**src/sv/lc3s_pkg.sv**
```systemverilog
// Shared types and constants for the LC-3 instruction step unit.
// Holds the item and result beat layouts, controller states and ISA codes.
// Depends on nothing; every other file imports it.
package lc3s_pkg;

	// Item actions.
	localparam logic [1:0] ACT_WRITE   = 2'd0;
	localparam logic [1:0] ACT_RESTART = 2'd1;
	localparam logic [1:0] ACT_STEP    = 2'd2;

	// Opcodes. RTI and the reserved opcode are flagged illegal.
	localparam logic [3:0] OP_BR   = 4'd0;
	localparam logic [3:0] OP_ADD  = 4'd1;
	localparam logic [3:0] OP_LD   = 4'd2;
	localparam logic [3:0] OP_ST   = 4'd3;
	localparam logic [3:0] OP_JSR  = 4'd4;
	localparam logic [3:0] OP_AND  = 4'd5;
	localparam logic [3:0] OP_LDR  = 4'd6;
	localparam logic [3:0] OP_STR  = 4'd7;
	localparam logic [3:0] OP_RTI  = 4'd8;
	localparam logic [3:0] OP_NOT  = 4'd9;
	localparam logic [3:0] OP_LDI  = 4'd10;
	localparam logic [3:0] OP_STI  = 4'd11;
	localparam logic [3:0] OP_JMP  = 4'd12;
	localparam logic [3:0] OP_RES  = 4'd13;
	localparam logic [3:0] OP_LEA  = 4'd14;
	localparam logic [3:0] OP_TRAP = 4'd15;

	// Trap vectors with built-in service.
	localparam logic [7:0] TRAP_GETC  = 8'h20;
	localparam logic [7:0] TRAP_OUT   = 8'h21;
	localparam logic [7:0] TRAP_PUTS  = 8'h22;
	localparam logic [7:0] TRAP_IN    = 8'h23;
	localparam logic [7:0] TRAP_PUTSP = 8'h24;
	localparam logic [7:0] TRAP_HALT  = 8'h25;

	// Condition codes.
	localparam logic [2:0] FLAG_N = 3'b100;
	localparam logic [2:0] FLAG_Z = 3'b010;
	localparam logic [2:0] FLAG_P = 3'b001;

	localparam logic [15:0] RESET_PC = 16'h3000;

	typedef struct packed {
		logic [1:0]  action;
		logic [15:0] address;
		logic [15:0] data;
		logic [7:0]  in_char;
	} item_t;

	typedef struct packed {
		logic [15:0] pc_now;
		logic [2:0]  flags_nzp;
		logic        is_halted;
		logic        char_valid;
		logic [7:0]  char_out;
		logic        illegal_op;
	} result_t;

	typedef enum logic [3:0] {
		S_IDLE,
		S_MWRITE,
		S_FETCH,
		S_DECODE,
		S_EXEC,
		S_READ,
		S_USE,
		S_STORE,
		S_DONE
	} ctrl_state_t;

	// Controller to datapath.
	typedef struct packed {
		logic accept;
		logic mem_we;
		logic mem_re;
		logic ir_load;
		logic exec;
		logic use_rd;
	} dp_cmd_t;

	// Datapath to controller.
	typedef struct packed {
		logic halted;
		logic exec_read;
		logic exec_store;
		logic ind_pending;
		logic use_store;
	} dp_status_t;

endpackage

```
**src/sv/lc3s_ctrl.sv**
```systemverilog
// Sequencer of the LC-3 instruction step unit.
// Walks a step through fetch, decode, execute and memory states.
// Depends on lc3s_pkg.
module lc3s_ctrl
	import lc3s_pkg::*;
(
	input  logic        clk,
	input  logic        arst_n,
	input  logic        start,
	input  logic [1:0]  action,
	input  dp_status_t  status,
	output dp_cmd_t     cmd,
	output logic        busy,
	output logic        result_valid
);

	ctrl_state_t state_q, state_d;

	always_ff @(posedge clk or negedge arst_n) begin
		if (!arst_n) begin
			state_q <= S_IDLE;
		end else begin
			state_q <= state_d;
		end
	end

	always_comb begin
		state_d = state_q;
		case (state_q)
			S_IDLE: begin
				if (start) begin
					if (action == ACT_WRITE) begin
						state_d = S_MWRITE;
					end else if (action == ACT_STEP && !status.halted) begin
						state_d = S_FETCH;
					end else begin
						state_d = S_DONE;
					end
				end
			end
			S_MWRITE: state_d = S_DONE;
			S_FETCH:  state_d = S_DECODE;
			S_DECODE: state_d = S_EXEC;
			S_EXEC: begin
				if (status.exec_read) begin
					state_d = S_READ;
				end else if (status.exec_store) begin
					state_d = S_STORE;
				end else begin
					state_d = S_DONE;
				end
			end
			S_READ: state_d = S_USE;
			S_USE: begin
				if (status.ind_pending) begin
					state_d = S_READ;
				end else if (status.use_store) begin
					state_d = S_STORE;
				end else begin
					state_d = S_DONE;
				end
			end
			S_STORE: state_d = S_DONE;
			S_DONE:  state_d = S_IDLE;
			default: state_d = S_IDLE;
		endcase
	end

	always_comb begin
		cmd          = '0;
		busy         = 1'b1;
		result_valid = 1'b0;
		case (state_q)
			S_IDLE: begin
				busy       = 1'b0;
				cmd.accept = start;
			end
			S_MWRITE: cmd.mem_we  = 1'b1;
			S_FETCH:  cmd.mem_re  = 1'b1;
			S_DECODE: cmd.ir_load = 1'b1;
			S_EXEC:   cmd.exec    = 1'b1;
			S_READ:   cmd.mem_re  = 1'b1;
			S_USE:    cmd.use_rd  = 1'b1;
			S_STORE:  cmd.mem_we  = 1'b1;
			S_DONE:   result_valid = 1'b1;
			default:  busy = 1'b1;
		endcase
	end

`ifndef SYNTHESIS
	a_done_then_idle: assert property (@(posedge clk) disable iff (!arst_n)
		result_valid |=> !busy)
		else $error("result beat not followed by idle");

	a_accept_goes_busy: assert property (@(posedge clk) disable iff (!arst_n)
		cmd.accept |=> busy)
		else $error("accepted item did not make the unit busy");

	a_indirect_in_mem: assert property (@(posedge clk) disable iff (!arst_n)
		status.ind_pending |-> (state_q == S_READ || state_q == S_USE))
		else $error("indirect pointer pending outside the memory states");
`endif

endmodule

```
**config.mk**
```make
export PLATFORM = sky130hd
export DESIGN_NAME = lc3s_ctrl
export DESIGN_NICKNAME = d
export VERILOG_FILES = /design/src/sv/lc3s_pkg.sv /design/src/sv/lc3s_ctrl.sv
export SDC_FILE = /design/constraint.sdc
export NUM_CORES = 1
export LEC_CHECK = 0
export BUFFER_PORTS_ARGS = -buffer_cell sky130_fd_sc_hd__buf_2
export CORE_AREA = 2 2 39 41
export CTS_BUF_LIST = sky130_fd_sc_hd__clkbuf_4 sky130_fd_sc_hd__clkbuf_8
export DETAILED_ROUTE_END_ITERATION = 10
export DIE_AREA = 0 0 41 43
export GPL_ROUTABILITY_DRIVEN = 0
export HOLD_SLACK_MARGIN = 0.1
export MAX_ROUTING_LAYER = met4
export SLEW_MARGIN = 10
export SYNTH_ARGS = -nofsm -noshare
export SYNTH_HDL_FRONTEND = slang
export SYNTH_SLANG_ARGS = --single-unit
export TNS_END_PERCENT = 5
```
**constraint.sdc**
```tcl
create_clock -name clk -period 3 [get_ports clk]
set_input_delay 0.3 -clock clk [delete_from_list [all_inputs] [get_ports clk]]
set_output_delay 0.3 -clock clk [all_outputs]
set_load 0.01 [all_outputs]
```
# After elaboration in Yosys (flattened, before gate mapping)
# Cells that the tools add are included.
dict set report totals {
  regBits 4
  input_bits 10
  out_inout_bits 8
  elab_cells 33
}
dict set report op_classes {
  n_eq_ne 10
  mux 16
  n_reduce_logical 6
}
# operator n
set ops {}
lappend ops {{$mux W4} 7}
lappend ops {{$pmux W4 S7} 1}
lappend ops {{$eq A4 B3 Y1 const B} 4}
lappend ops {{$eq A4 B2 Y1 const B} 2}
lappend ops {{$mux W1} 8}
lappend ops {{$eq A4 B1 Y1 const B} 1}
lappend ops {{$eq A4 B4 Y1 const B} 1}
lappend ops {{$logic_not A4 Y1} 1}
lappend ops {{$reduce_or A2 Y1} 2}
lappend ops {{$eq A2 B2 Y1 const B} 1}
lappend ops {{$logic_not A2 Y1} 1}
lappend ops {{$ne A2 B2 Y1 const B} 1}
lappend ops {{$logic_and A1 B1 Y1} 1}
lappend ops {{$logic_not A1 Y1} 1}

# Longest topological paths before layout
# Gate-level depths: netlist of the first run.
dict set report depth {
  depth_word 6
  mapped_depth 5
  mapped_depth_nobuf 4
}

# Worst setup path after synthesis of the first run
# Ideal clock, no wire load.
dict set report synth_path {
  path_kind {register to register}
  from {reg state_q[0]}
  to {reg state_q[3]}
  setup_time_ns 0.074
  t_arrival_ns 1.333
  required_ns 2.926
  path_slack_ns 1.593
  stages_incl_launch_ff 4
  n_path_buf 0
  period_less_slack_ns 1.407
  path_cell_list {dfrtp_1 -> or4_1 -> a221o_1 -> a21oi_2}
}
dict set report synth_via {
  elab_chain_len 3
  elab_cells_between_ends 11
  classes_between {eq/ne: 8; mux: 1; reduce/logical: 2}
}
# element line
set synth_rtl {}
lappend synth_rtl {{from (decl)} lc3s_ctrl.sv:17} ;# ctrl_state_t state_q, state_d;
lappend synth_rtl {{from (signal assigned)} lc3s_ctrl.sv:23} ;# state_q <= state_d;
lappend synth_rtl {{$eq A4 B3 Y1 or $eq A4 B1 Y1 (tied branches)} lc3s_ctrl.sv:29} ;# case (state_q)
lappend synth_rtl {{$reduce_or A2 Y1 (no line)} -}
lappend synth_rtl {{$pmux W4 S7} lc3s_ctrl.sv:29}
# Several ways; a longest one is shown, not always the timed one.
# A chain may end at the register's enable or synchronous reset.

==> flow_summary_export.csv, run 1 <==
group,metric,value,unit
run_status,outcome,"finished clean",
floorplan,start_util,27.9,%
setup_path,r2r_slack,1.36,ns
synthesis,yosysTopAreaCell,"dfrtp_1",
pwr,p_per_area,904,nW/µm²
final_layout,reg_top3,"state_q: 4 flops",
routing,wl,986,µm
synthesis,synth_area_per_cell,7.73,µm²
floorplan,dieArea,1760,µm²
final_layout,fillers,156,
place,placed_cells,79,
setup_path,r2r_cells,3,
setup_path,arrival,1.54,ns
clocking,cts_hold_repair.buffers,1,
timing,rsz0062_at_grt,"false",
synthesis,async_flop_share,100,%
floorplan,ioPinCount,18,
final_layout,num_antenna_cells,0,
synthesis,synth-edff-count,0,
final_layout,final_common_cell,"buf_2",
synthesis,synth_seq_cells,4,
final_layout,fin_nets,79,
timing,fin_setup_tns,0,ns
clocking,insertion_delay,0.24,ns
routing,drtIter0Drc,3,
final_layout,fin_cells,83,
setup_path,r2r_end,"state_q[3]$_DFFE_PN0P_",
pwr,vdd_drop_max,0.000419,V
timing,slew_viol_final,0,
synthesis,synth_area_leaders,"dfrtp_1 (26%), o21ai_0 (5.2%), nor2_1 (4.9%)",
routing,vias,429,
synthesis,syn-instance-count,50,
final_layout,top_register,"state_q",
synthesis,syn_nets,60,
grt,grt_max_degree,17,
routing,ant_nets,0,
clocking,clkTransAtPathRegs,0.04,ns
min_path,hold_depth,3,
place,portBuffers,17,
timing,max_slew_margin,57.3,%
grt,grt_pass1_vias,388,
synthesis,synthFlopType,"dfrtp_1",
clocking,htree_levels,1,
timing,hold_violations,0,
floorplan,fp.dieW,41,µm
grt,grt-ovfl-total,0,
clocking,clock_sinks,4,
min_path,min_path_type,"in -> reg",
setup_path,crit_fanout,14,
clocking,postCtsSetupBuffers,0,
clocking,cts_root_buf,"clkbuf_4",
clocking,cts_buffers,3,
synthesis,synth_top_area_share,25.9,%
routing,drc,0,
min_path,hold_start,"action[1]",
timing,finalClockSkew,0.00139,ns
grt,grt_usage,14.1,%
clocking,cts_tree,"done",
synthesis,yosysSeqAreaShare,25.9,%
synthesis,ys_warn_count,0,
timing,fmax,542,MHz
timing,fin_crit_sh,61.4,%
pwr,design_power_total,458,µW
timing,tightest_slew,0.633,ns
setup_path,r2r_start,"state_q[0]$_DFFE_PN0P_",
timing,min_period,1.84,ns
setup_path,max_stage_delay,0.52,ns
place,dp_hpwl,709,µm
timing,setup_viol,0,
floorplan,core,1380,µm²
floorplan,num_rows,14,
floorplan,die_h,43,µm
setup_path,crit_required,2.70,ns
clocking,cts_max_path_buffers,2,
routing,routedWlPerCell,11.9,µm
job,drv_cap,0,
synthesis,synth_area,387,µm²
grt,grt_first_pass_wirelength,1670,µm
final_layout,fin_util,36.6,%
final_layout,drive_gt1_share,34.3,%
synthesis,yosysUniqueCellTypes,31,
place,pre_cts_ws,1.37,ns
min_path,hold_end,"state_q[1]$_DFFE_PN0P_",
routing,drt_first_pass_iters,4,
final_layout,mostFrequentLayoutCells,"buf_2 (17), nor2_1 (5), o21ai_0 (4), dfrtp_1 (4)",
timing,layout_setup_ws,1.16,ns
routing,via_per_inst,5.17,
clocking,ctsResizeCount,0,
final_layout,area_delta_synth_final,31.1,%
setup_path,critPathSlowestCell,"dfrtp_1",
final_layout,largest_reg_flops,4,
setup_path,criticalPathCategory,"reg -> out",
grt,antenna_found_initial,0,
setup_path,crit_path_start_kind,"flop",
setup_path,path_cells,"nor4_1 > and2_1 > buf_2",
pwr,p_leak,0.000236,µW
setup_path,end_kind,"output port",
-- how the worst max path moves through the flow --
stage                                      start                endpoint  slack, ns  depth (start not counted)
after floorplan           state_q[0]$_DFFE_PN0P_  state_q[3]$_DFFE_PN0P_       1.59                          3
after global placement    state_q[0]$_DFFE_PN0P_  state_q[3]$_DFFE_PN0P_       1.35                          3
after detailed placement  state_q[0]$_DFFE_PN0P_  state_q[3]$_DFFE_PN0P_       1.37                          3
after CTS                 state_q[0]$_DFFE_PN0P_                  cmd[5]       1.16                          3
after global routing      state_q[0]$_DFFE_PN0P_                  cmd[5]       0.99                          3
final                     state_q[2]$_DFFE_PN0P_                  cmd[5]       1.16                          3
-- metrics by stage --
stage	hold slack [ns]	instance area [µm²]
after global placement	0.108	474
after floorplan	0.00441	387
after global routing	0.399	507
final	0.374	507
after detailed placement	0.108	474
after CTS	0.369	507
-- power breakdown --
group | switching [µW] | internal (µW) | leakage, µW
Clock | 23.0 | 44.8 | 0.0000138
Combinational | 115 | 126 | 0.000170
Sequential | 74.5 | 74.9 | 0.0000526
Total | 212 | 246 | 0.000236
-- worst max-delay path: cells and delay by family, from the launching register on --
kind | cells | cell delay, ns
buf+inv | 1 | 0.12
flops | 1 | 0.52
simple gates | 2 | 0.67
-- area by class of cell --
type                    count  area [µm²]  share of cell area [%]
well taps                  16        20.0                    3.95
multi-input cells          39         258                    50.9
flip-flops and latches      4         100                    19.8
inverters                   3        11.3                    2.22
repair buffers             18        95.1                    18.8
clock buffers               3        22.5                    4.44
-- Yosys cell counts (all sizes together), types with 2 or more instances --
cell and instances:
buf 3, a21oi 3, nor2b 2, o21ai 4
dfrtp 4, a31oi 2, inv 3, nand2b 2
nor4 2, nor3 2, nor2 5
-- kinds of logic (layout without fill, tap and decap cells) --
| kind of cell | after synthesis | in the layout | share of synthesized area [%] |
|---|---|---|---|
| XOR/XNOR | 1 | 1 | 2.27 |
| AO/OA/AOI/OAI | 17 | 17 | 30.7 |
| buffers and inverters | 7 | 24 | 7.44 |
| flip-flops | 4 | 4 | 25.9 |
| AND/OR/NAND/NOR | 21 | 21 | 33.7 |
-- per-layer routing --
| layer | global-route usage [%] | wire (µm) | part of all wire, % |
|---|---|---|---|
| met5 | - | 0 | 0 |
| met4 | 4.00 | 5 | 0.51 |
| met3 | 6.28 | 46 | 4.7 |
| met2 | 18.4 | 469 | 48 |
| met1 | 19.3 | 464 | 47 |
(Power assumes the default switching activity.)
==> inputs of run 2 (changes only) <==
Clock period 3 ns to 1.9 ns, I/O delays scaled along.
==> run 2 against run 1 <==
Global-route usage up 1.0 points. Sequential power up 5%. Non-clock buffer count rose by 6. Register-to-register slack lost 0.92 ns. Combinational power increased by 130%. Critical path type unchanged. Via count grew 6.8%. Clock power rose by 61%. Largest cell class unchanged. Largest power group unchanged.
==> flow_summary_export.csv, run 2 (synthesized netlist as in run 1, its figures left out) <==
group,metric,value,unit
setup_path,crit_path_start_kind,"flop",
pwr,vdd_drop_max,0.000484,V
floorplan,core,1380,µm²
final_layout,top_register,"state_q",
setup_path,crit_fanout,14,
clocking,clkTransAtPathRegs,0.04,ns
floorplan,ioPinCount,18,
clocking,cts_max_path_buffers,2,
clocking,insertion_delay,0.24,ns
setup_path,r2r_slack,0.44,ns
final_layout,largest_reg_flops,4,
routing,via_per_inst,5.15,
floorplan,dieArea,1760,µm²
grt,grt_pass1_vias,416,
timing,setup_viol,0,
final_layout,fin_util,39.9,%
min_path,min_path_type,"in -> reg",
routing,ant_nets,0,
final_layout,fin_nets,85,
final_layout,final_common_cell,"buf_2",
timing,max_slew_margin,72.5,%
routing,drt_first_pass_iters,4,
run_status,outcome,"finished clean",
grt,antenna_found_initial,0,
grt,grt-ovfl-total,0,
timing,hold_violations,0,
grt,grt_max_degree,15,
setup_path,r2r_cells,3,
timing,slew_viol_final,0,
setup_path,criticalPathCategory,"reg -> out",
routing,vias,458,
floorplan,die_h,43,µm
clocking,ctsResizeCount,0,
setup_path,crit_start,"state_q[0]$_DFFE_PN0P_",
timing,tightest_slew,0.408,ns
final_layout,area_delta_synth_final,42.7,%
routing,routedWlPerCell,11.3,µm
pwr,p_leak,0.000267,µW
routing,drtIter0Drc,7,
setup_path,r2r_end,"state_q[3]$_DFFE_PN0P_",
clocking,cts_root_buf,"clkbuf_4",
clocking,htree_levels,1,
routing,wl,1010,µm
floorplan,num_rows,14,
timing,holdWs,0.271,ns
setup_path,r2r_start,"state_q[0]$_DFFE_PN0P_",
final_layout,reg_top3,"state_q: 4 flops",
timing,fin_crit_sh,88.4,%
pwr,p_per_area,1470,nW/µm²
final_layout,drive_gt1_share,39.7,%
place,portBuffers,17,
setup_path,crit_required,1.71,ns
timing,rsz0062_at_grt,"false",
setup_path,arrival,1.49,ns
grt,grt_usage,15.1,%
timing,fin_setup_tns,0,ns
timing,min_period,1.68,ns
place,pre_cts_ws,0.448,ns
clocking,cts_buffers,3,
clocking,clock_sinks,4,
timing,layout_setup_ws,0.220,ns
setup_path,endpoint,"cmd[5]",
job,drv_cap,0,
routing,drc,0,
floorplan,fp.dieW,41,µm
place,dp_hpwl,822,µm
final_layout,mostFrequentLayoutCells,"buf_2 (17), buf_4 (6), nor2_1 (5)",
timing,fmax,595,MHz
grt,grt_first_pass_wirelength,1790,µm
final_layout,num_antenna_cells,0,
setup_path,end_kind,"output port",
floorplan,start_util,27.9,%
timing,finalClockSkew,0.00656,ns
clocking,cts_tree,"done",
## run 2: cell count changes in the layout (fill, tap and decap cells not counted)
cell / change
buf_4: +6
## run 2: critical path, cell delays in order, from the launching register on
cell	delay, ns
dfrtp_1	0.39
buf_4	0.18
nor4_1	0.38
and2_1	0.18
buf_2	0.12
## run 2: metrics by stage
stage | power, µW | cell area [µm²] | cells
after floorplan | 507 | 387 | 50
after global placement | 703 | 519 | 85
after detailed placement | 703 | 519 | 85
after CTS | 819 | 552 | 89
after global routing | 886 | 552 | 89
final | 812 | 552 | 89
## run 2: report_power, final
part	total [µW]	internal (µW)	switching, µW
clock network	109	70.9	38.1
logic	546	267	279
registers	157	120	36.7
total	812	457	354
## run 2: worst min-delay path by stage
stage	startpoint	endpoint	slack (ns)	cells past startpoint
2_1_floorplan	arst_n	state_q[0]$_DFFE_PN0P_	-0.11	0
3_3_place_gp	arst_n	state_q[3]$_DFFE_PN0P_	0.0006	1
3_5_place_dp	arst_n	state_q[2]$_DFFE_PN0P_	0.003	1
4_1_cts	action[1]	state_q[1]$_DFFE_PN0P_	0.26	3
5_1_grt	action[1]	state_q[1]$_DFFE_PN0P_	0.29	3
6_report	action[1]	state_q[1]$_DFFE_PN0P_	0.27	3
## run 2: area by class of cell
cell class | instances | area (µm²)
multi-input cells | 39 | 258
repair buffers | 24 | 140
fillers | 151 | 832
well taps | 16 | 20.0
flip-flops and latches | 4 | 100
clock buffers | 3 | 22.5
inverters | 3 | 11.3
## run 2: routing by layer
metal | GRT usage (%) | wire (µm) | up-vias
met2 | 20.3 | 502 | 6
met1 | 20.4 | 466 | 216
met3 | 3.14 | 28 | 2
met5 | - | 0 | -
met4 | 8.00 | 10 | 0
li1 | - | - | 234
## run 2: timing repair
action | 4_1_cts | 5_1_grt
setup endpoints to repair | 0 | 0
hold buffers | 1 | 0
endpoints found under the hold margin | 4 | 0
setup buffers | 0 | 0
==> inputs of run 3 (changes only) <==
Settings changed: ABC_AREA set to 1.
==> run 3 against run 2 <==
Wire length shrank 15%. Count of clock-buffer cells in the layout stayed put. Clock power shrank 5%. First-iteration DRC count decreased by 57%. Critical path depth stayed put.
==> flow_summary_export.csv, run 3 <==
group,metric,value,unit
floorplan,start_util,25.9,%
pwr,p_per_area,1190,nW/µm²
synthesis,synth.top_cells.by_count,"nor2_1 (18), nand2_1 (12), inv_1 (8)",
pwr,p_clk_share,17.5,%
synthesis,synth_area_per_cell,5.98,µm²
final_layout,reg_top3,"state_q: 4 flops",
setup_path,critPathSlowestCell,"dfrtp_1",
routing,wl,855,µm
synthesis,yosysTopAreaCell,"dfrtp_1",
timing,rsz0062_at_grt,"false",
routing,drtIter0Drc,3,
pwr,p_sw,285,µW
pwr,p_sw_share,48.1,%
timing,hold_violations,0,
timing,finalClockSkew,0.00257,ns
grt,grt-ovfl-total,0,
place,placed_cells,93,
synthesis,async_flop_share,100,%
clocking,clock_sinks,4,
synthesis,syn_nets,70,
timing,tightest_slew,0.258,ns
synthesis,ys_warn_count,0,
routing,drt_first_pass_iters,4,
setup_path,crit_path_start_kind,"flop",
routing,via_per_inst,4.41,
synthesis,synthFlopType,"dfrtp_1",
setup_path,max_stage_delay,0.44,ns
clocking,cts_buffers,3,
grt,antenna_found_initial,0,
timing,setup_viol,0,
setup_path,crit_fanout,7,
routing,vias,428,
final_layout,fillers,161,
synthesis,synth_area_leaders,"dfrtp_1 (28%), nor2_1 (19%), nand2_1 (13%)",
clocking,ctsResizeCount,0,
pwr,internal_power,308,µW
setup_path,end_kind,"output port",
timing,fin_crit_sh,74.0,%
clocking,cts_max_path_buffers,2,
floorplan,die_h,43,µm
pwr,p_leak,0.000292,µW
timing,max_slew_margin,82.8,%
place,portBuffers,17,
synthesis,synth.most_common_cell,"nor2_1",
floorplan,core,1380,µm²
timing,fin_setup_tns,0,ns
routing,routedWlPerCell,8.81,µm
final_layout,fin_util,35.9,%
routing,drc,0,
job,drv_cap,0,
clocking,postCtsSetupBuffers,0,
synthesis,synth_seq_cells,4,
synthesis,synth_top_area_share,27.9,%
timing,slew_viol_final,0,
synthesis,yosysSeqAreaShare,27.9,%
timing,min_period,1.41,ns
clocking,cts_hold_repair.buffers,1,
setup_path,criticalPathCategory,"reg -> out",
final_layout,fin_cells,97,
setup_path,crit_top_cell,"nand2_1",
floorplan,dieArea,1760,µm²
setup_path,arrival,1.22,ns
final_layout,largest_reg_flops,4,
grt,grt_max_degree,8,
synthesis,syn-instance-count,60,
final_layout,final_common_cell,"nor2_1",
clocking,cts_root_buf,"clkbuf_4",
grt,grt_first_pass_wirelength,1610,µm
clocking,htree_levels,1,
final_layout,top_register,"state_q",
clocking,cts_tree,"done",
grt,grt_pass1_vias,394,
final_layout,num_antenna_cells,0,
final_layout,drive_gt1_share,32.1,%
setup_path,crit_buf_inv,1,
synthesis,synth-edff-count,0,
synthesis,yosysUniqueCellTypes,13,
min_path,min_path_type,"in -> reg",
synthesis,synth_area,359,µm²
pwr,combPwrFrac,58.6,%
floorplan,ioPinCount,18,
clocking,insertion_delay,0.23,ns
floorplan,num_rows,14,
floorplan,fp.dieW,41,µm
setup_path,cp_top_family,"flip-flops",
clocking,clkTransAtPathRegs,0.04,ns
setup_path,path_cells,"nor2_2 > nand2_1 > nand2_1 > buf_2",
place,dp_hpwl,732,µm
final_layout,area_delta_synth_final,38.3,%
setup_path,crit_required,1.71,ns
grt,grt_usage,14.1,%
run_status,outcome,"finished clean",
timing,fmax,711,MHz
pwr,vdd_drop_max,0.000505,V
routing,ant_nets,0,
final_layout,fin_nets,93,
pwr,sequentialPowerShare,23.9,%
final_layout,mostFrequentLayoutCells,"nor2_1 (18), buf_2 (17), nand2_1 (12)",
-- run 3: changes by cell type after synthesis, sizes merged, moves of 3 or more --
| cell | delta |
|---|---|
| nand2 | +13 |
| inv | +5 |
| o21ai | -3 |
| buf | -3 |
| nor2 | +16 |
| nand3 | +4 |
| a21oi | -3 |
-- run 3: layout make-up --
cell class / count / area [µm²] / area share [%]
multi-input combinational: 48 / 229 / 46.1
sequential: 4 / 100 / 20.2
clock buffer: 3 / 22.5 / 4.53
inverter: 8 / 30.0 / 6.05
timing repair buffer: 18 / 95.1 / 19.1
tap: 16 / 20.0 / 4.03
-- run 3: kinds of logic after synthesis --
logic type,count (synthesis),synth area share [%]
AND/OR/NAND/NOR,46,58.9
buffers and inverters,8,8.36
AO/OA/AOI/OAI,2,4.88
flip-flops,4,27.9
-- run 3: path summary, 6_finish.rpt --
kind / start / to / slack (ns) / cells past startpoint
max in group asynchronous: arst_n / state_q[1]$_DFFE_PN0P_ / 1.49 / 2
min: start / state_q[1]$_DFFE_PN0P_ / 0.24 / 3
max reg2reg: state_q[3]$_DFFE_PN0P_ / state_q[3]$_DFFE_PN0P_ / 0.73 / 7
max: state_q[0]$_DFFE_PN0P_ / cmd[3] / 0.49 / 4
min in group asynchronous: arst_n / state_q[0]$_DFFE_PN0P_ / 0.30 / 2
min reg2reg: state_q[1]$_DFFE_PN0P_ / state_q[2]$_DFFE_PN0P_ / 0.69 / 2
-- run 3: per-stage QoR --
stage	hold WS, ns	instance area, µm²	setup slack [ns]	power (µW)
after floorplan	-0.106	359	0.849	381
after global placement	-0.00347	464	0.728	489
after global routing	0.267	497	0.359	661
after detailed placement	-0.00246	464	0.745	490
final	0.236	497	0.494	593
after CTS	0.231	497	0.496	600
-- run 3: worst reg2reg max path, cell delays in order (launching register included) --
cell and delay [ns]:
dfrtp_1 0.37, inv_1 0.08, nand2_1 0.14, nor2_1 0.06
nor2_1 0.14, nand3_1 0.10, nor2_1 0.11, nor2_1 0.05
-- run 3: routing by layer --
metal / part of all wire [%] / track usage, % / vias to the layer above / wire (µm)
li1: - / - / 230 / -
met1: 45 / 18.6 / 178 / 389
met2: 46 / 18.1 / 20 / 396
met3: 8.1 / 4.71 / 0 / 69
met4: 0 / 8.00 / 0 / 0
met5: 0 / - / - / 0
-- run 3: power groups by stage --
stage               combinational (µW)  clock (µW)  sequential (µW)
global placement                   347           0              142
finish                             347         104              142
CTS                                352         107              141
global route                       395         118              148
floorplan                          244           0              137
detailed placement                 348           0              143
